==> config.mk <==
export PLATFORM = sky130hd
export DESIGN_NAME = spec_language_tokenizer
export DESIGN_NICKNAME = d
export VERILOG_FILES = /design/src/design/slt_pkg.sv /design/src/design/slt_evq.sv /design/src/design/slt_front.sv /design/src/design/slt_back.sv /design/src/design/spec_language_tokenizer.sv
export SDC_FILE = /design/constraint.sdc
export NUM_CORES = 2
export LEC_CHECK = 0
export BUFFER_PORTS_ARGS = -buffer_cell sky130_fd_sc_hd__buf_2
export CAP_MARGIN = 20
export CORE_UTILIZATION = 45
export DETAILED_ROUTE_END_ITERATION = 7
export GPL_TIMING_DRIVEN = 0
export MAX_ROUTING_LAYER = met4
export PLACE_DENSITY_LB_ADDON = 0.3
export RECOVER_POWER = 25
export SLEW_MARGIN = 20
export SYNTH_ARGS = -nofsm -noshare
export SYNTH_HDL_FRONTEND = slang
export SYNTH_SLANG_ARGS = --single-unit
==> constraint.sdc <==
create_clock -name clk -period 8.4 [get_ports clk]
set_input_delay 1.26 -clock clk [delete_from_list [all_inputs] [get_ports clk]]
set_output_delay 1.26 -clock clk [all_outputs]
set_load 0.05 [all_outputs]
==> src/design/slt_pkg.sv <==
`default_nettype none
// ----------------------------------------------------------------------------
// slt_pkg
// Shared types, codes and character helpers of the tokenizer.
// ----------------------------------------------------------------------------
package slt_pkg;

  localparam int LINE_BITS_DEF   = 24;
  localparam int COLUMN_BITS_DEF = 16;
  localparam int QUEUE_DEPTH     = 4;
  localparam logic [9:0] DIGIT_MAX = 10'd1023;

  // Record types.
  localparam logic [1:0] REC_TOKEN = 2'd0;
  localparam logic [1:0] REC_CHAR  = 2'd1;
  localparam logic [1:0] REC_ERROR = 2'd2;

  // Token kinds other than operators.
  localparam logic [5:0] TK_END    = 6'd0;
  localparam logic [5:0] TK_IDENT  = 6'd1;
  localparam logic [5:0] TK_INT    = 6'd2;
  localparam logic [5:0] TK_STRING = 6'd3;

  // Error codes.
  localparam logic [2:0] ERR_BAD_CHAR   = 3'd0;
  localparam logic [2:0] ERR_HEX_EMPTY  = 3'd1;
  localparam logic [2:0] ERR_BIN_EMPTY  = 3'd2;
  localparam logic [2:0] ERR_NUM_SUFFIX = 3'd3;
  localparam logic [2:0] ERR_OPEN_STR   = 3'd4;
  localparam logic [2:0] ERR_BAD_ESC    = 3'd5;

  typedef enum logic [3:0] {
    LM_IDLE, LM_IDENT, LM_DEC, LM_HEX_FIRST, LM_HEX, LM_BIN_FIRST, LM_BIN,
    LM_STR, LM_ESC, LM_LINE_CMT, LM_BLOCK_CMT
  } lex_mode_t;

  typedef enum logic [1:0] {EV_NOP, EV_BYTE, EV_FINISH} ev_kind_t;

  // One unit of work handed from the front to the back.
  typedef struct packed {
    ev_kind_t    kind;
    logic [7:0]  c;
    logic        p1v;
    logic [7:0]  p1;
    logic        p2v;
    logic [7:0]  p2;
    logic        eoi;
  } event_t;

  // Position-free part of one result.
  typedef struct packed {
    logic [1:0]  rtype;
    logic [5:0]  kind;
    logic [63:0] val;
    logic [9:0]  dig;
    logic [7:0]  ch;
    logic [2:0]  err;
    logic        last;
  } res_t;

  typedef struct packed {
    logic       hit;
    logic [1:0] len;
    logic [5:0] kind;
  } op_hit_t;

  function automatic logic is_alpha(input logic [7:0] c);
    return (c >= "a" && c <= "z") || (c >= "A" && c <= "Z") || c == "_";
  endfunction

  function automatic logic is_dec(input logic [7:0] c);
    return c >= "0" && c <= "9";
  endfunction

  function automatic logic is_word(input logic [7:0] c);
    return is_alpha(c) || is_dec(c);
  endfunction

  function automatic logic is_hex(input logic [7:0] c);
    return is_dec(c) || (c >= "a" && c <= "f") || (c >= "A" && c <= "F");
  endfunction

  function automatic logic [3:0] hex_val(input logic [7:0] c);
    logic [7:0] t;
    t = (c <= "9") ? (c - "0") : ((c | 8'h20) - "a" + 8'd10);
    return t[3:0];
  endfunction

  function automatic res_t mk_res(input logic [1:0] rtype, input logic [5:0] kind,
                                  input logic [63:0] val, input logic [9:0] dig,
                                  input logic [7:0] ch, input logic [2:0] err);
    res_t r;
    r.rtype = rtype;
    r.kind  = kind;
    r.val   = val;
    r.dig   = dig;
    r.ch    = ch;
    r.err   = err;
    r.last  = 1'b0;
    return r;
  endfunction

  // Longest operator match; three-character forms win over two, two over one.
  function automatic op_hit_t op_lookup(input logic [7:0] c,
                                        input logic p1v, input logic [7:0] p1,
                                        input logic p2v, input logic [7:0] p2);
    op_hit_t o;
    logic a_eq, a_u, a_lt, a_gt, a_amp, a_bar, a_dot, a_s, b_u, b_gt;
    a_eq  = p1v && p1 == "=";
    a_u   = p1v && p1 == "u";
    a_lt  = p1v && p1 == "<";
    a_gt  = p1v && p1 == ">";
    a_amp = p1v && p1 == "&";
    a_bar = p1v && p1 == "|";
    a_dot = p1v && p1 == ".";
    a_s   = p1v && p1 == "s";
    b_u   = p2v && p2 == "u";
    b_gt  = p2v && p2 == ">";
    o.hit = 1'b1;
    o.len = 2'd1;
    o.kind = 6'd0;
    case (c)
      "<": begin
        if (a_eq && b_u) begin o.kind = 6'd25; o.len = 2'd3; end
        else if (a_u) begin o.kind = 6'd24; o.len = 2'd2; end
        else if (a_eq) begin o.kind = 6'd21; o.len = 2'd2; end
        else if (a_lt) begin o.kind = 6'd40; o.len = 2'd2; end
        else o.kind = 6'd20;
      end
      ">": begin
        if (a_eq && b_u) begin o.kind = 6'd27; o.len = 2'd3; end
        else if (a_gt && b_gt) begin o.kind = 6'd42; o.len = 2'd3; end
        else if (a_u) begin o.kind = 6'd26; o.len = 2'd2; end
        else if (a_eq) begin o.kind = 6'd23; o.len = 2'd2; end
        else if (a_gt) begin o.kind = 6'd41; o.len = 2'd2; end
        else o.kind = 6'd22;
      end
      "=": begin
        if (a_eq) begin o.kind = 6'd18; o.len = 2'd2; end
        else o.kind = 6'd17;
      end
      "!": begin
        if (a_eq) begin o.kind = 6'd19; o.len = 2'd2; end
        else o.kind = 6'd39;
      end
      "&": begin
        if (a_amp) begin o.kind = 6'd43; o.len = 2'd2; end
        else o.kind = 6'd35;
      end
      "|": begin
        if (a_bar) begin o.kind = 6'd44; o.len = 2'd2; end
        else o.kind = 6'd36;
      end
      "-": begin
        if (a_gt) begin o.kind = 6'd16; o.len = 2'd2; end
        else o.kind = 6'd29;
      end
      ".": begin
        if (a_dot) begin o.kind = 6'd14; o.len = 2'd2; end
        else o.kind = 6'd13;
      end
      "/": begin
        if (a_s) begin o.kind = 6'd32; o.len = 2'd2; end
        else o.kind = 6'd31;
      end
      "%": begin
        if (a_s) begin o.kind = 6'd34; o.len = 2'd2; end
        else o.kind = 6'd33;
      end
      "{": o.kind = 6'd4;
      "}": o.kind = 6'd5;
      "(": o.kind = 6'd6;
      ")": o.kind = 6'd7;
      "[": o.kind = 6'd8;
      "]": o.kind = 6'd9;
      ",": o.kind = 6'd10;
      ";": o.kind = 6'd11;
      ":": o.kind = 6'd12;
      "?": o.kind = 6'd15;
      "+": o.kind = 6'd28;
      "*": o.kind = 6'd30;
      "^": o.kind = 6'd37;
      "~": o.kind = 6'd38;
      default: o.hit = 1'b0;
    endcase
    return o;
  endfunction

endpackage
`default_nettype wire

==> src/design/slt_evq.sv <==
`default_nettype none
// ----------------------------------------------------------------------------
// slt_evq
// Short event queue between the front and the back of the tokenizer.
// ----------------------------------------------------------------------------
module slt_evq (
  input  wire logic            clk,
  input  wire logic            rst_n,
  input  wire logic            push,
  input  wire slt_pkg::event_t push_ev,
  output logic                 full,
  output logic                 avail,
  output slt_pkg::event_t      head_ev,
  input  wire logic            pop
);

  localparam int DEPTH = slt_pkg::QUEUE_DEPTH;
  localparam int AW = $clog2(DEPTH);

  slt_pkg::event_t mem_r [DEPTH];
  logic [AW-1:0] wp_r, rp_r;
  logic [AW:0]   cnt_r;

  assign full    = (cnt_r == (AW+1)'(DEPTH));
  assign avail   = (cnt_r != '0);
  assign head_ev = mem_r[rp_r];

  // Storage is written only on a push.
  always_ff @(posedge clk) begin
    if (push) begin
      mem_r[wp_r] <= push_ev;
    end
  end

  // Pointers and fill count.
  always_ff @(posedge clk) begin
    if (!rst_n) begin
      wp_r  <= '0;
      rp_r  <= '0;
      cnt_r <= '0;
    end else begin
      if (push) wp_r <= wp_r + 1'b1;
      if (pop) rp_r <= rp_r + 1'b1;
      cnt_r <= cnt_r + (AW+1)'(push) - (AW+1)'(pop);
    end
  end

  assert property (@(posedge clk) disable iff (!rst_n) full |-> !push)
    else $error("event queue overflow");
  assert property (@(posedge clk) disable iff (!rst_n) !avail |-> !pop)
    else $error("event queue underflow");
  assert property (@(posedge clk) disable iff (!rst_n) cnt_r <= (AW+1)'(DEPTH))
    else $error("event queue count out of range");

endmodule
`default_nettype wire

==> src/design/slt_front.sv <==
`default_nettype none
// ----------------------------------------------------------------------------
// slt_front
// Input side: lookahead window and event generation, one event per item,
// plus a flush sequence at the end of a text.
// ----------------------------------------------------------------------------
module slt_front (
  input  wire logic            clk,
  input  wire logic            rst_n,
  input  wire logic            in_valid,
  output logic                 in_stall,
  input  wire logic [7:0]      in_char_byte,
  input  wire logic            in_char_present,
  input  wire logic            in_is_last,
  input  wire logic            q_full,
  output logic                 q_push,
  output slt_pkg::event_t      q_ev
);

  logic [7:0] w0_r, w1_r, w0_nxt, w1_nxt;
  logic [1:0] wcnt_r, wcnt_nxt;
  logic       flush_r, flush_nxt;
  logic [7:0] fb0_r, fb1_r, fb2_r, fb0_nxt, fb1_nxt, fb2_nxt;
  logic [1:0] flen_r, flen_nxt;
  logic       acc;

  assign in_stall = flush_r || q_full;
  assign acc = in_valid && !in_stall;

  // Window update and event selection.
  always_comb begin
    w0_nxt = w0_r;
    w1_nxt = w1_r;
    wcnt_nxt = wcnt_r;
    flush_nxt = flush_r;
    fb0_nxt = fb0_r;
    fb1_nxt = fb1_r;
    fb2_nxt = fb2_r;
    flen_nxt = flen_r;
    q_push = 1'b0;
    q_ev = '0;
    q_ev.kind = slt_pkg::EV_NOP;
    q_ev.eoi = 1'b1;
    if (flush_r) begin
      if (!q_full) begin
        q_push = 1'b1;
        if (flen_r != 2'd0) begin
          q_ev.kind = slt_pkg::EV_BYTE;
          q_ev.c = fb0_r;
          q_ev.p1v = (flen_r > 2'd1);
          q_ev.p1 = fb1_r;
          q_ev.p2v = (flen_r > 2'd2);
          q_ev.p2 = fb2_r;
          q_ev.eoi = 1'b0;
          fb0_nxt = fb1_r;
          fb1_nxt = fb2_r;
          flen_nxt = flen_r - 2'd1;
        end else begin
          q_ev.kind = slt_pkg::EV_FINISH;
          flush_nxt = 1'b0;
        end
      end
    end else if (acc) begin
      if (in_is_last) begin
        // Gather the window and the final byte, then drain them.
        fb0_nxt = w0_r;
        fb1_nxt = w1_r;
        fb2_nxt = in_char_byte;
        if (wcnt_r == 2'd0) fb0_nxt = in_char_byte;
        if (wcnt_r == 2'd1) fb1_nxt = in_char_byte;
        flen_nxt = wcnt_r + {1'b0, in_char_present};
        flush_nxt = 1'b1;
        wcnt_nxt = 2'd0;
      end else begin
        q_push = 1'b1;
        if (in_char_present) begin
          if (wcnt_r == 2'd2) begin
            q_ev.kind = slt_pkg::EV_BYTE;
            q_ev.c = w0_r;
            q_ev.p1v = 1'b1;
            q_ev.p1 = w1_r;
            q_ev.p2v = 1'b1;
            q_ev.p2 = in_char_byte;
            w0_nxt = w1_r;
            w1_nxt = in_char_byte;
          end else begin
            if (wcnt_r == 2'd0) w0_nxt = in_char_byte;
            else w1_nxt = in_char_byte;
            wcnt_nxt = wcnt_r + 2'd1;
          end
        end
      end
    end
  end

  always_ff @(posedge clk) begin
    if (!rst_n) begin
      wcnt_r  <= 2'd0;
      flush_r <= 1'b0;
      flen_r  <= 2'd0;
    end else begin
      wcnt_r  <= wcnt_nxt;
      flush_r <= flush_nxt;
      flen_r  <= flen_nxt;
    end
  end

  always_ff @(posedge clk) begin
    w0_r  <= w0_nxt;
    w1_r  <= w1_nxt;
    fb0_r <= fb0_nxt;
    fb1_r <= fb1_nxt;
    fb2_r <= fb2_nxt;
  end

  assert property (@(posedge clk) disable iff (!rst_n) wcnt_r != 2'd3)
    else $error("lookahead window overfilled");
  assert property (@(posedge clk) disable iff (!rst_n) flush_r |-> wcnt_r == 2'd0)
    else $error("window not empty during flush");
  assert property (@(posedge clk) disable iff (!rst_n) (acc && in_is_last) |=> flush_r)
    else $error("end of text did not start a flush");

endmodule
`default_nettype wire

==> src/design/slt_back.sv <==
`default_nettype none
// ----------------------------------------------------------------------------
// slt_back
// Lexer state machine: scans one event per cycle when not stalled, drives the
// result register and spills a second result of the same event into a pending slot.
// ----------------------------------------------------------------------------
module slt_back #(
  parameter int LINE_BITS   = slt_pkg::LINE_BITS_DEF,
  parameter int COLUMN_BITS = slt_pkg::COLUMN_BITS_DEF
) (
  input  wire logic                   clk,
  input  wire logic                   rst_n,
  input  wire logic                   ev_avail,
  input  wire slt_pkg::event_t        ev,
  output logic                        ev_pop,
  output logic                        out_valid,
  input  wire logic                   out_stall,
  output logic [1:0]                  out_record_type,
  output logic [5:0]                  out_token_kind,
  output logic [LINE_BITS-1:0]        out_start_line,
  output logic [COLUMN_BITS-1:0]      out_start_column,
  output logic [63:0]                 out_int_value,
  output logic [9:0]                  out_digit_count,
  output logic [7:0]                  out_text_char,
  output logic [2:0]                  out_error_code,
  output logic                        out_last_of_run
);

  localparam logic [LINE_BITS-1:0]   LINE_ONE = LINE_BITS'(1);
  localparam logic [COLUMN_BITS-1:0] COL_ONE  = COLUMN_BITS'(1);

  slt_pkg::lex_mode_t mode_r, mode_nxt;
  logic [LINE_BITS-1:0]   cl_r, cl_nxt, tl_r, tl_nxt;
  logic [COLUMN_BITS-1:0] cc_r, cc_nxt, tc_r, tc_nxt;
  logic [63:0] num_r, num_nxt;
  logic [9:0]  dig_r, dig_nxt, dig_out, dig_inc;
  logic        halt_r, halt_nxt;
  logic [1:0]  skip_r, skip_nxt;

  slt_pkg::res_t          rf [2];
  logic [LINE_BITS-1:0]   rl [2];
  logic [COLUMN_BITS-1:0] rc [2];
  logic [1:0]             nres;
  logic                   fail, rescan;
  slt_pkg::op_hit_t       op;
  logic [7:0]             c;

  slt_pkg::res_t          out_f_r, pend_f_r;
  logic [LINE_BITS-1:0]   out_l_r, pend_l_r;
  logic [COLUMN_BITS-1:0] out_c_r, pend_c_r;
  logic                   out_valid_r, pend_r, adv;

  assign c = ev.c;
  assign dig_inc = (dig_r < slt_pkg::DIGIT_MAX) ? dig_r + 10'd1 : dig_r;
  assign dig_out = (mode_r != slt_pkg::LM_HEX) ? dig_r :
                   (dig_r >= 10'd256) ? slt_pkg::DIGIT_MAX : {dig_r[7:0], 2'b00};
  assign op = slt_pkg::op_lookup(c, ev.p1v, ev.p1, ev.p2v, ev.p2);

  // Next lexer state and the results of the head event.
  always_comb begin
    mode_nxt = mode_r;
    cl_nxt = cl_r;
    cc_nxt = cc_r;
    tl_nxt = tl_r;
    tc_nxt = tc_r;
    num_nxt = num_r;
    dig_nxt = dig_r;
    halt_nxt = halt_r;
    skip_nxt = skip_r;
    rf[0] = '0;
    rf[1] = '0;
    rl[0] = '0;
    rl[1] = '0;
    rc[0] = '0;
    rc[1] = '0;
    nres = 2'd0;
    fail = 1'b0;
    rescan = 1'b0;
    case (ev.kind)
      slt_pkg::EV_BYTE: begin
        if (!halt_r) begin
          if (skip_r != 2'd0) begin
            skip_nxt = skip_r - 2'd1;
          end else begin
            // Continue the token in progress.
            unique case (mode_r) inside
              slt_pkg::LM_IDLE: rescan = 1'b1;
              slt_pkg::LM_LINE_CMT: begin
                if (c == 8'h0A) begin
                  mode_nxt = slt_pkg::LM_IDLE;
                  rescan = 1'b1;
                end
              end
              slt_pkg::LM_BLOCK_CMT: begin
                if (c == "*" && ev.p1v && ev.p1 == "/") begin
                  mode_nxt = slt_pkg::LM_IDLE;
                  skip_nxt = 2'd1;
                end
              end
              slt_pkg::LM_IDENT: begin
                if (slt_pkg::is_word(c)) begin
                  rf[0] = slt_pkg::mk_res(slt_pkg::REC_CHAR, slt_pkg::TK_IDENT, '0, '0, c, '0);
                  rl[0] = tl_r;
                  rc[0] = tc_r;
                  nres = 2'd1;
                end else begin
                  mode_nxt = slt_pkg::LM_IDLE;
                  rescan = 1'b1;
                end
              end
              slt_pkg::LM_HEX_FIRST: begin
                if (!slt_pkg::is_hex(c)) begin
                  fail = 1'b1;
                  rf[0] = slt_pkg::mk_res(slt_pkg::REC_ERROR, '0, '0, '0, '0,
                                          slt_pkg::ERR_HEX_EMPTY);
                  rl[0] = tl_r;
                  rc[0] = tc_r;
                  nres = 2'd1;
                end else begin
                  num_nxt = {num_r[59:0], slt_pkg::hex_val(c)};
                  dig_nxt = dig_inc;
                  mode_nxt = slt_pkg::LM_HEX;
                end
              end
              slt_pkg::LM_BIN_FIRST: begin
                if (c != "0" && c != "1") begin
                  fail = 1'b1;
                  rf[0] = slt_pkg::mk_res(slt_pkg::REC_ERROR, '0, '0, '0, '0,
                                          slt_pkg::ERR_BIN_EMPTY);
                  rl[0] = tl_r;
                  rc[0] = tc_r;
                  nres = 2'd1;
                end else begin
                  num_nxt = {num_r[62:0], c[0]};
                  dig_nxt = dig_inc;
                  mode_nxt = slt_pkg::LM_BIN;
                end
              end
              slt_pkg::LM_DEC, slt_pkg::LM_HEX, slt_pkg::LM_BIN: begin
                if (c == "_") begin
                  mode_nxt = mode_r;
                end else if (mode_r == slt_pkg::LM_DEC && slt_pkg::is_dec(c)) begin
                  num_nxt = (num_r << 3) + (num_r << 1) + {60'd0, c[3:0]};
                  dig_nxt = dig_inc;
                end else if (mode_r == slt_pkg::LM_HEX && slt_pkg::is_hex(c)) begin
                  num_nxt = {num_r[59:0], slt_pkg::hex_val(c)};
                  dig_nxt = dig_inc;
                end else if (mode_r == slt_pkg::LM_BIN && (c == "0" || c == "1")) begin
                  num_nxt = {num_r[62:0], c[0]};
                  dig_nxt = dig_inc;
                end else if (slt_pkg::is_word(c)) begin
                  fail = 1'b1;
                  rf[0] = slt_pkg::mk_res(slt_pkg::REC_ERROR, '0, '0, '0, '0,
                                          slt_pkg::ERR_NUM_SUFFIX);
                  rl[0] = cl_r;
                  rc[0] = cc_r;
                  nres = 2'd1;
                end else begin
                  rf[0] = slt_pkg::mk_res(slt_pkg::REC_TOKEN, slt_pkg::TK_INT, num_r,
                                          dig_out, '0, '0);
                  rl[0] = tl_r;
                  rc[0] = tc_r;
                  nres = 2'd1;
                  mode_nxt = slt_pkg::LM_IDLE;
                  rescan = 1'b1;
                end
              end
              slt_pkg::LM_STR: begin
                if (c == 8'h0A) begin
                  fail = 1'b1;
                  rf[0] = slt_pkg::mk_res(slt_pkg::REC_ERROR, '0, '0, '0, '0,
                                          slt_pkg::ERR_OPEN_STR);
                  rl[0] = tl_r;
                  rc[0] = tc_r;
                  nres = 2'd1;
                end else if (c == "\"") begin
                  mode_nxt = slt_pkg::LM_IDLE;
                end else if (c == "\\") begin
                  mode_nxt = slt_pkg::LM_ESC;
                end else begin
                  rf[0] = slt_pkg::mk_res(slt_pkg::REC_CHAR, slt_pkg::TK_STRING, '0, '0, c, '0);
                  rl[0] = tl_r;
                  rc[0] = tc_r;
                  nres = 2'd1;
                end
              end
              slt_pkg::LM_ESC: begin
                mode_nxt = slt_pkg::LM_STR;
                rl[0] = tl_r;
                rc[0] = tc_r;
                rl[1] = tl_r;
                rc[1] = tc_r;
                nres = 2'd1;
                if (c == "n") begin
                  rf[0] = slt_pkg::mk_res(slt_pkg::REC_CHAR, slt_pkg::TK_STRING, '0, '0,
                                          8'h0A, '0);
                end else if (c == "t") begin
                  rf[0] = slt_pkg::mk_res(slt_pkg::REC_CHAR, slt_pkg::TK_STRING, '0, '0,
                                          8'h09, '0);
                end else if (c == "\\" || c == "\"") begin
                  rf[0] = slt_pkg::mk_res(slt_pkg::REC_CHAR, slt_pkg::TK_STRING, '0, '0, c, '0);
                end else if (c == "{" || c == "}" || c == "[" || c == "]") begin
                  rf[0] = slt_pkg::mk_res(slt_pkg::REC_CHAR, slt_pkg::TK_STRING, '0, '0,
                                          "\\", '0);
                  rf[1] = slt_pkg::mk_res(slt_pkg::REC_CHAR, slt_pkg::TK_STRING, '0, '0, c, '0);
                  nres = 2'd2;
                end else begin
                  fail = 1'b1;
                  rf[0] = slt_pkg::mk_res(slt_pkg::REC_ERROR, '0, '0, '0, '0,
                                          slt_pkg::ERR_BAD_ESC);
                  rl[0] = cl_r;
                  rc[0] = cc_r;
                end
              end
              default: begin
                mode_nxt = slt_pkg::LM_IDLE;
                rescan = 1'b1;
              end
            endcase

            // Start of a new token from the idle state.
            if (rescan) begin
              if (c == " " || c == 8'h09 || c == 8'h0D || c == 8'h0A) begin
                mode_nxt = slt_pkg::LM_IDLE;
              end else if (c == "/" && ev.p1v && ev.p1 == "/") begin
                mode_nxt = slt_pkg::LM_LINE_CMT;
              end else if (c == "/" && ev.p1v && ev.p1 == "*") begin
                mode_nxt = slt_pkg::LM_BLOCK_CMT;
                skip_nxt = 2'd1;
              end else begin
                tl_nxt = cl_r;
                tc_nxt = cc_r;
                rl[nres[0]] = cl_r;
                rc[nres[0]] = cc_r;
                if (slt_pkg::is_alpha(c)) begin
                  rf[0] = slt_pkg::mk_res(slt_pkg::REC_TOKEN, slt_pkg::TK_IDENT, '0, '0, '0, '0);
                  rf[1] = slt_pkg::mk_res(slt_pkg::REC_CHAR, slt_pkg::TK_IDENT, '0, '0, c, '0);
                  rl[1] = cl_r;
                  rc[1] = cc_r;
                  nres = 2'd2;
                  mode_nxt = slt_pkg::LM_IDENT;
                end else if (slt_pkg::is_dec(c)) begin
                  num_nxt = 64'd0;
                  dig_nxt = 10'd0;
                  if (c == "0" && ev.p1v && (ev.p1 == "x" || ev.p1 == "X")) begin
                    mode_nxt = slt_pkg::LM_HEX_FIRST;
                    skip_nxt = 2'd1;
                  end else if (c == "0" && ev.p1v && (ev.p1 == "b" || ev.p1 == "B")) begin
                    mode_nxt = slt_pkg::LM_BIN_FIRST;
                    skip_nxt = 2'd1;
                  end else begin
                    num_nxt = {60'd0, c[3:0]};
                    dig_nxt = 10'd1;
                    mode_nxt = slt_pkg::LM_DEC;
                  end
                end else if (c == "\"") begin
                  rf[nres[0]] = slt_pkg::mk_res(slt_pkg::REC_TOKEN, slt_pkg::TK_STRING,
                                                '0, '0, '0, '0);
                  nres = nres + 2'd1;
                  mode_nxt = slt_pkg::LM_STR;
                end else if (op.hit) begin
                  rf[nres[0]] = slt_pkg::mk_res(slt_pkg::REC_TOKEN, op.kind, '0, '0, '0, '0);
                  nres = nres + 2'd1;
                  skip_nxt = op.len - 2'd1;
                  mode_nxt = slt_pkg::LM_IDLE;
                end else begin
                  fail = 1'b1;
                  rf[nres[0]] = slt_pkg::mk_res(slt_pkg::REC_ERROR, '0, '0, '0, '0,
                                                slt_pkg::ERR_BAD_CHAR);
                  nres = nres + 2'd1;
                end
              end
            end
          end

          // Position tracking, saturating.
          if (!fail) begin
            if (c == 8'h0A) begin
              if (cl_r != {LINE_BITS{1'b1}}) cl_nxt = cl_r + LINE_ONE;
              cc_nxt = COL_ONE;
            end else if (cc_r != {COLUMN_BITS{1'b1}}) begin
              cc_nxt = cc_r + COL_ONE;
            end
          end
        end
      end
      slt_pkg::EV_FINISH: begin
        if (!halt_r) begin
          rl[0] = tl_r;
          rc[0] = tc_r;
          case (mode_r) inside
            slt_pkg::LM_HEX_FIRST: begin
              fail = 1'b1;
              rf[0] = slt_pkg::mk_res(slt_pkg::REC_ERROR, '0, '0, '0, '0, slt_pkg::ERR_HEX_EMPTY);
              nres = 2'd1;
            end
            slt_pkg::LM_BIN_FIRST: begin
              fail = 1'b1;
              rf[0] = slt_pkg::mk_res(slt_pkg::REC_ERROR, '0, '0, '0, '0, slt_pkg::ERR_BIN_EMPTY);
              nres = 2'd1;
            end
            slt_pkg::LM_DEC, slt_pkg::LM_HEX, slt_pkg::LM_BIN: begin
              rf[0] = slt_pkg::mk_res(slt_pkg::REC_TOKEN, slt_pkg::TK_INT, num_r, dig_out,
                                      '0, '0);
              nres = 2'd1;
            end
            slt_pkg::LM_STR: begin
              fail = 1'b1;
              rf[0] = slt_pkg::mk_res(slt_pkg::REC_ERROR, '0, '0, '0, '0, slt_pkg::ERR_OPEN_STR);
              nres = 2'd1;
            end
            slt_pkg::LM_ESC: begin
              fail = 1'b1;
              rf[0] = slt_pkg::mk_res(slt_pkg::REC_ERROR, '0, '0, '0, '0, slt_pkg::ERR_BAD_ESC);
              rl[0] = cl_r;
              rc[0] = cc_r;
              nres = 2'd1;
            end
            default: nres = 2'd0;
          endcase
          if (!fail) begin
            rf[nres[0]] = slt_pkg::mk_res(slt_pkg::REC_TOKEN, slt_pkg::TK_END, '0, '0, '0, '0);
            rl[nres[0]] = cl_r;
            rc[nres[0]] = cc_r;
            nres = nres + 2'd1;
          end
        end
      end
      default: nres = 2'd0;
    endcase

    if (fail) halt_nxt = 1'b1;
    if (nres != 2'd0) rf[nres[1]].last = ev.eoi || fail;

    // The end of a text brings every lexer state register back to its reset value.
    if (ev.kind == slt_pkg::EV_FINISH) begin
      mode_nxt = slt_pkg::LM_IDLE;
      cl_nxt = LINE_ONE;
      cc_nxt = COL_ONE;
      tl_nxt = LINE_ONE;
      tc_nxt = COL_ONE;
      num_nxt = '0;
      dig_nxt = '0;
      halt_nxt = 1'b0;
      skip_nxt = '0;
    end
  end

  assign adv = !out_valid_r || !out_stall;
  assign ev_pop = adv && !pend_r && ev_avail;

  // Lexer state registers.
  always_ff @(posedge clk) begin
    if (!rst_n) begin
      mode_r <= slt_pkg::LM_IDLE;
      cl_r   <= LINE_ONE;
      cc_r   <= COL_ONE;
      tl_r   <= LINE_ONE;
      tc_r   <= COL_ONE;
      num_r  <= '0;
      dig_r  <= '0;
      halt_r <= 1'b0;
      skip_r <= '0;
    end else if (ev_pop) begin
      mode_r <= mode_nxt;
      cl_r   <= cl_nxt;
      cc_r   <= cc_nxt;
      tl_r   <= tl_nxt;
      tc_r   <= tc_nxt;
      num_r  <= num_nxt;
      dig_r  <= dig_nxt;
      halt_r <= halt_nxt;
      skip_r <= skip_nxt;
    end
  end

  // Output register and second-result slot.
  always_ff @(posedge clk) begin
    if (!rst_n) begin
      out_valid_r <= 1'b0;
      pend_r      <= 1'b0;
    end else if (adv) begin
      if (pend_r) begin
        out_valid_r <= 1'b1;
        pend_r      <= 1'b0;
      end else if (ev_avail) begin
        out_valid_r <= (nres != 2'd0);
        pend_r      <= (nres == 2'd2);
      end else begin
        out_valid_r <= 1'b0;
      end
    end
  end

  always_ff @(posedge clk) begin
    if (adv) begin
      if (pend_r) begin
        out_f_r <= pend_f_r;
        out_l_r <= pend_l_r;
        out_c_r <= pend_c_r;
      end else begin
        out_f_r  <= rf[0];
        out_l_r  <= rl[0];
        out_c_r  <= rc[0];
        pend_f_r <= rf[1];
        pend_l_r <= rl[1];
        pend_c_r <= rc[1];
      end
    end
  end

  assign out_valid        = out_valid_r;
  assign out_record_type  = out_f_r.rtype;
  assign out_token_kind   = out_f_r.kind;
  assign out_start_line   = out_l_r;
  assign out_start_column = out_c_r;
  assign out_int_value    = out_f_r.val;
  assign out_digit_count  = out_f_r.dig;
  assign out_text_char    = out_f_r.ch;
  assign out_error_code   = out_f_r.err;
  assign out_last_of_run  = out_f_r.last;

  assert property (@(posedge clk) disable iff (!rst_n) pend_r |-> out_valid_r)
    else $error("second result pending without a first one on the output");
  assert property (@(posedge clk) disable iff (!rst_n)
                   (ev_pop && ev.kind == slt_pkg::EV_FINISH) |=>
                   (mode_r == slt_pkg::LM_IDLE && !halt_r))
    else $error("lexer not back in reset state after end of text");
  assert property (@(posedge clk) disable iff (!rst_n) cl_r != '0 && cc_r != '0)
    else $error("position counter reached zero");
  assert property (@(posedge clk) disable iff (!rst_n)
                   (out_valid_r && out_f_r.rtype == slt_pkg::REC_ERROR) |-> out_f_r.last)
    else $error("error record not marked last");

endmodule
`default_nettype wire

==> src/design/spec_language_tokenizer.sv <==
`default_nettype none
// ----------------------------------------------------------------------------
// spec_language_tokenizer
// Streaming tokenizer: source bytes in, token, character and error records out.
// ----------------------------------------------------------------------------
// Usage:
// The input channel carries one source byte per transaction, with a present
// flag (clear when the transaction carries no byte) and an end-of-text mark. The output
// channel carries one record per transaction; out_last_of_run marks the last
// record caused by a given input transaction.
// A byte is scanned once two further bytes are known, so records lag the
// input by up to three transactions, and pass through the event queue and the
// output register. Throughput is one byte per cycle while the queue has room
// and no flush runs; a byte that yields two records (an identifier start, a
// brace escape, a number followed by an operator) holds the scanner while its
// second record waits in the pending slot, since the output register takes one
// record a cycle. At the end of a text the window is drained, one event per
// held byte plus one for the End token, while input is stalled.
// A four-entry event queue separates input acceptance from scanning, so a
// stalled receiver only stalls the input once that queue fills.
// Reset (rst_n low at a clock edge) empties the window and queue, drops any
// record in flight and starts a new text at line 1, column 1.
// ----------------------------------------------------------------------------
module spec_language_tokenizer #(
  parameter int LINE_BITS   = slt_pkg::LINE_BITS_DEF,
  parameter int COLUMN_BITS = slt_pkg::COLUMN_BITS_DEF
) (
  input  wire logic                   clk,
  input  wire logic                   rst_n,
  input  wire logic                   in_valid,
  output logic                        in_stall,
  input  wire logic [7:0]             in_char_byte,
  input  wire logic                   in_char_present,
  input  wire logic                   in_is_last,
  output logic                        out_valid,
  input  wire logic                   out_stall,
  output logic [1:0]                  out_record_type,
  output logic [5:0]                  out_token_kind,
  output logic [LINE_BITS-1:0]        out_start_line,
  output logic [COLUMN_BITS-1:0]      out_start_column,
  output logic [63:0]                 out_int_value,
  output logic [9:0]                  out_digit_count,
  output logic [7:0]                  out_text_char,
  output logic [2:0]                  out_error_code,
  output logic                        out_last_of_run
);

  logic            q_full, q_push, q_avail, q_pop;
  slt_pkg::event_t q_in_ev, q_head_ev;

  slt_front u_front (
    .clk             (clk),
    .rst_n           (rst_n),
    .in_valid        (in_valid),
    .in_stall        (in_stall),
    .in_char_byte    (in_char_byte),
    .in_char_present (in_char_present),
    .in_is_last      (in_is_last),
    .q_full          (q_full),
    .q_push          (q_push),
    .q_ev            (q_in_ev)
  );

  slt_evq u_evq (
    .clk     (clk),
    .rst_n   (rst_n),
    .push    (q_push),
    .push_ev (q_in_ev),
    .full    (q_full),
    .avail   (q_avail),
    .head_ev (q_head_ev),
    .pop     (q_pop)
  );

  slt_back #(
    .LINE_BITS   (LINE_BITS),
    .COLUMN_BITS (COLUMN_BITS)
  ) u_back (
    .clk              (clk),
    .rst_n            (rst_n),
    .ev_avail         (q_avail),
    .ev               (q_head_ev),
    .ev_pop           (q_pop),
    .out_valid        (out_valid),
    .out_stall        (out_stall),
    .out_record_type  (out_record_type),
    .out_token_kind   (out_token_kind),
    .out_start_line   (out_start_line),
    .out_start_column (out_start_column),
    .out_int_value    (out_int_value),
    .out_digit_count  (out_digit_count),
    .out_text_char    (out_text_char),
    .out_error_code   (out_error_code),
    .out_last_of_run  (out_last_of_run)
  );

endmodule
`default_nettype wire

# Yosys cells after proc, flatten, opt, wreduce, memory -nomap -nowiden
# Memory sizes are Yosys's and may differ from the RTL's. A register that Yosys moved wholly into a read port is not among the register bits.
# Index checks and enable logic that the tools add are counted.
[word_totals]
n_memories = 1
ramBits = 116
inputBits = 14
elab_cells = 684
latch_bits = 0
romBits = 0
regBits = 483
output_inout_bits = 136
[op_classes]
div_mod_pow = 0
n_mux = 421
n_mul = 0
n_eq_ne = 82
addsub = 19
bitwise_logic = 14
n_reduce_logical = 89
shifts = 0
n_lt_le_gt_ge = 18
[mem_list]
columns = ["name", "words", "width", "read_ports", "rd_clocked_by_memory_dff", "wr", "line_no", "source"]
rows = [
  ["u_evq.mem_r", 4, 29, 1, 1, 1, "slt_evq.sv:20", "slt_pkg::event_t mem_r [DEPTH];"],
]
[ops]
columns = ["cell", "n"]
rows = [
  ["$mux 94", 33],
  ["$mux 188", 13],
  ["$mux 24", 47],
  ["$mux 64", 17],
  ["$mux 16", 47],
  ["$pmux 94 s6", 1],
  ["$mux 48", 8],
  ["$bwmux 188", 2],
  ["$pmux 188 s2", 1],
  ["$demux 94 s1", 3],
  ["$mux 93", 3],
  ["$mux 32", 8],
  ["$eq 8x6->1 const B", 29],
  ["$mux 10", 20],
  ["$pmux 64 s3", 1],
  ["$and 188x188->188", 1],
  ["$not 188->188", 1],
  ["$and 186x186->186", 1],
  ["$not 186->186", 1],
  ["$and 184x184->184", 1],
  ["$not 184->184", 1],
  ["$mux 8", 22],
  ["$eq 8x7->1 const B", 19],
  ["$pmux 24 s6", 1],
  ["80 further kinds", 362],
]

# Depth between registers and ports, before layout
[logic_depth]
depth_word = 33
depth_mapped = 20
mapped_depth_nobuf = 17

# Modules after synthesis
# A second synthesis with hierarchy kept.
[unflattened]
cells_unflattened = 3405
area_unflattened_um2 = 32167.1
[by_module_without_submodules]
columns = ["module", "instances", "area_each_um2", "seq_area_each_um2", "cells_each"]
rows = [
  ["slt_back", 1, 25139.1, 8998.6, 3030],
  ["slt_evq", 1, 4636.9, 3663.5, 194],
  ["slt_front", 1, 2391.0, 1301.2, 181],
]

# Worst setup path before layout
# No wires, ideal clock.
[synth_timing]
path_kind = "input -> register"
start = "in out_stall"
end = "reg u_back.out_f_r (netlist bit u_back.out_digit_count[0]) (enable)"
cell_stages = 1
t_required_ns = 7.901
arrival_time_ns = 4.077
slack_ns = 3.824
n_path_buf = 0
path_cell_list = "nand2_1"
[synth_between]
elab_chain_cells = 2
[synth_lines]
columns = ["element", "line_no", "source"]
rows = [
  ["from (decl)", "spec_language_tokenizer.sv:36", "input wire logic out_stall,"],
  ["$logic_not 1->1", "slt_back.sv:349", "assign adv = !out_valid_r || !out_stall;"],
  ["$logic_or 1x1->1", "slt_back.sv:349", ""],
  ["to (signal assigned)", "slt_back.sv:398", "out_f_r <= pend_f_r;"],
  ["to (signal assigned)", "slt_back.sv:402", "out_f_r <= rf[0];"],
  ["to (decl)", "slt_back.sv:48", "slt_pkg::res_t out_f_r, pend_f_r;"],
]
# No other way between the ends.
# A chain may end at the register's enable or synchronous reset.

==> results by group <==
Clock network
  – Post-cts sizing count: 0
  – Sink Count: 524
  – Clock transition at path regs: 0.06 ns
  – CTS tree: built
  – TritonCTS Buffers: 59
  – Max Buffers Root-to-Sink: 3
  – # H-tree levels: 2
  – Clk root buf: clkbuf_16
  – Hold Buf Count CTS: 0
  – Post-CTS Setup Inserts: 0
  – Clock Latency Late Sink: 0.67 ns

Route
  – WL final: 108,000 um
  – DRT antenna net count: 0
  – Routed wire length per instance: 24.2 um
  – DR vias/cell: 6.42
  – DRC: 1
  – DR iter-0 viols: 3,722
  – Initial DRT Pass Iterations: 8
  – DR vias: 28,800

Floorplan
  – Die Y: 268 um
  – Top Ports: 150
  – Core Box Area: 70,000 um2
  – Die X: 268 um
  – Die area: 71,700 um2
  – Initial Util: 0.454
  – Row count: 97

Cells and area
  – Post-route cell area: 35,900 um2
  – Final Non-Filler Cells: 4,482
  – Post-layout util: 0.513
  – Area grow syn2layout: 12.9%
  – Fillers: 6,503
  – Layout cells sized above 1: 0.103
  – Layout Nets: 3,652

Global route
  – Total global routing track utilization: 0.305
  – Largest net degree at the start of global routing: 47
  – Gr ovfl total: 0
  – Antenna violations before repair: 1
  – Vias in the first global route: 26,900
  – First-pass GRT wire length: 163,000 um

Synthesis
  – Yosys warning count: 0
  – Compound-gate portion of the synthesized area: 0.230
  – Most used DFF post-synth: edfxtp_1
  – Post-synth top cells: 347 x edfxtp_1, 291 x nor2_1, 260 x nand2_1, 241 x a21oi_1, 211 x clkbuf_1
  – Synth top area cells: edfxtp_1 33%, dfxtp_1 11%, ha_1 5.7%
  – Top-count cell post-synth: edfxtp_1
  – EDFF count, synth: 347
  – Synth Instances: 3,270
  – Largest family of logic cells by synthesized area: compound AO/OA/AOI/OAI gates
  – Netlist cell types: 97
  – Share of Yosys cell area claimed by the top area cell type: 0.328
  – Syn_nets: 3,432
  – Synth Area in Adders: 0.0589
  – Syn Std Cell Area: 31,800 um2
  – Mux share of post-synthesis cell area: 0.0451
  – Sequential element share of the synthesized area: 0.439
  – #FFs+latches synth: 524
  – Async S/R FF share, synth: 0
  – Post-Synth Simple-Gate Area: 0.166
  – Mean Syn Cell Area: 9.73 um2
  – Area share of xor/xnor cells in the synthesized design: 0.0218
  – Post-synth top area cell: edfxtp_1

Flow run
  – Max-cap viol count: 4

Critical path
  – CP top delay family: compound AO/OA/AOI/OAI gates
  – Crit path max fanout: 10
  – CP required: 8.94 ns
  – Buf/Inv on CP: 5
  – Crit-path cells: buf_2 > mux2i_1 > mux2_2 > inv_1 > buf_2 > buf_2 > buf_1 > fa_1 > ha_1 > a21oi_1 > nor2_1 > o211ai_1 > a21oi_1 > o31ai_1 > a21oi_1 > or4_1 > a31oi_1 > nor2_1 > a221o_1
  – Reg2reg setup slack: 1.81 ns
  – Max stage delay on crit path: 0.98 ns
  – Slowest library cell on the worst path: o31ai_1
  – R2R depth: 19
  – Startpoint Class: flop
  – Endpoint type of the worst setup path: flop
  – Worst setup path class: reg -> reg
  – Worst r2r dst: u_back.num_r[59]
  – Crit path DAT: 7.13 ns

STA
  – Max Slew Vio Count: 154
  – Relative slew slack: -0.793
  – Final setup viols: 0
  – Measured slew at the worst slew-check pin: 2.69 ns
  – Min Tclk post-route: 6.59 ns
  – Setup_tns: 0 ns
  – Fmax: 0.152 GHz
  – Unrepaired setup endpoints after global routing: false
  – Fin crit share: 0.785
  – Fin. Hold Viols: 0
  – Final Worst Setup Slack: 1.81 ns
  – Clk_skew: 0.0347 ns
  – Min Hold Slack: 0.524 ns

Hold path
  – Type of the most critical hold path: reg -> reg
  – Cells on Worst Hold Path: 2
  – Worst min-delay path endpoint: u_back.out_start_line[19]
  – Hold Startpoint: u_back.pend_l_r[19]

Run status
  – Failing checks: DRC, capacitance limit, slew limit
  – Status: finished with violations

Pwr
  – Total Power: 9.49 mW
  – Pleak: 13.6 nW
  – Pwr per Cell Area: 264 nW/um2
  – VDD IR max: 0.210 mV

Placed design
  – Gpl congestion: 1.04
  – Place WS: 2.03 ns
  – Area after DPL: 34,000 um2
  – Buffers on Ports: 149
  – HPWL Detailed: 77,700 um
  – Post-Place Cells: 4,369
## how the worst max path moves through the flow
stage / start / endpoint / slack [ns] / cells after the start
2_1_floorplan: out_stall / u_back.out_digit_count[0] / 3.82 / 1
3_3_place_gp: flop / u_back.out_int_value[0] / 1.58 / 15
3_5_place_dp: flop / u_back.num_r[59] / 2.03 / 19
4_1_cts: flop / u_back.num_r[59] / 1.95 / 19
5_1_grt: flop / u_back.num_r[59] / 1.43 / 19
6_report: flop / u_back.num_r[59] / 1.81 / 19
## layout by cell type (no fill, tap or decap), types with 79 or more instances in the layout
cell,Yosys,routed
a21oi_1,241,240
and2_1,83,79
buf_2,16,156
clkbuf_1,211,229
dfxtp_1,177,177
edfxtp_1,347,347
ha_1,145,145
nand2_1,260,260
nor2_1,291,290
o21ai_0,161,161
## layer usage
layer	up-vias	track usage	routed length (um)
met5	-	-	0
met3	333	0.0494	10000
li1	13100	-	-
met1	13800	0.396	44600
met2	1552	0.469	48800
met4	0	0.130	4990
## state kept, by name, indices dropped and copies added, names as in the netlist, 8 cells and up, named ones only
register	flops
u_back.cc_r	16
u_back.cl_r	24
u_back.dig_r	10
u_back.num_r	64
u_back.out_digit_count	10
u_back.out_int_value	64
u_back.out_start_column	16
u_back.out_start_line	24
u_back.out_text_char	8
u_back.pend_c_r	16
u_back.pend_f_r	17
u_back.pend_l_r	24
u_back.tc_r	16
u_back.tl_r	24
u_evq.mem_r	116
u_front.fb0_r	8
u_front.fb1_r	8
u_front.fb2_r	8
u_front.w0_r	8
u_front.w1_r	8
## worst reg2reg max path, stage by stage, from the launching register on
cell,delay [ns]
dfxtp_1,0.31
buf_2,0.28
mux2i_1,0.12
mux2_2,0.29
inv_1,0.14
buf_2,0.23
buf_2,0.25
buf_1,0.58
fa_1,0.58
ha_1,0.30
a21oi_1,0.22
nor2_1,0.11
o211ai_1,0.41
a21oi_1,0.19
o31ai_1,0.98
a21oi_1,0.28
or4_1,0.57
a31oi_1,0.26
nor2_1,0.07
a221o_1,0.30
## final cells by class
type / instances / area, um2 / share of cell area
Antenna cell: 1 / 2.50 / 0.0000697
Buffer: 256 / 1010 / 0.0283
Clock buffer: 65 / 1520 / 0.0423
Clock inverter: 47 / 543 / 0.0151
Inverter: 64 / 241 / 0.00673
Multi-Input combinational cell: 2426 / 16600 / 0.462
Sequential cell: 524 / 14000 / 0.389
Tap cell: 940 / 1180 / 0.0328
Timing Repair Buffer: 159 / 845 / 0.0235
## kinds of logic after synthesis
family,Yosys count
simple gates,1048
compound gates,1040
flops,524
buf+inv,320
fa+ha+maj,148
mux,110
xor+xnor,79
other cells,1
## power by group
group	internal, mW	switching, mW
clock	1.59	1.16
combinational	0.812	2.67
sequential	3.14	0.113
No activity file was read; power rests on OpenSTA's default activity.
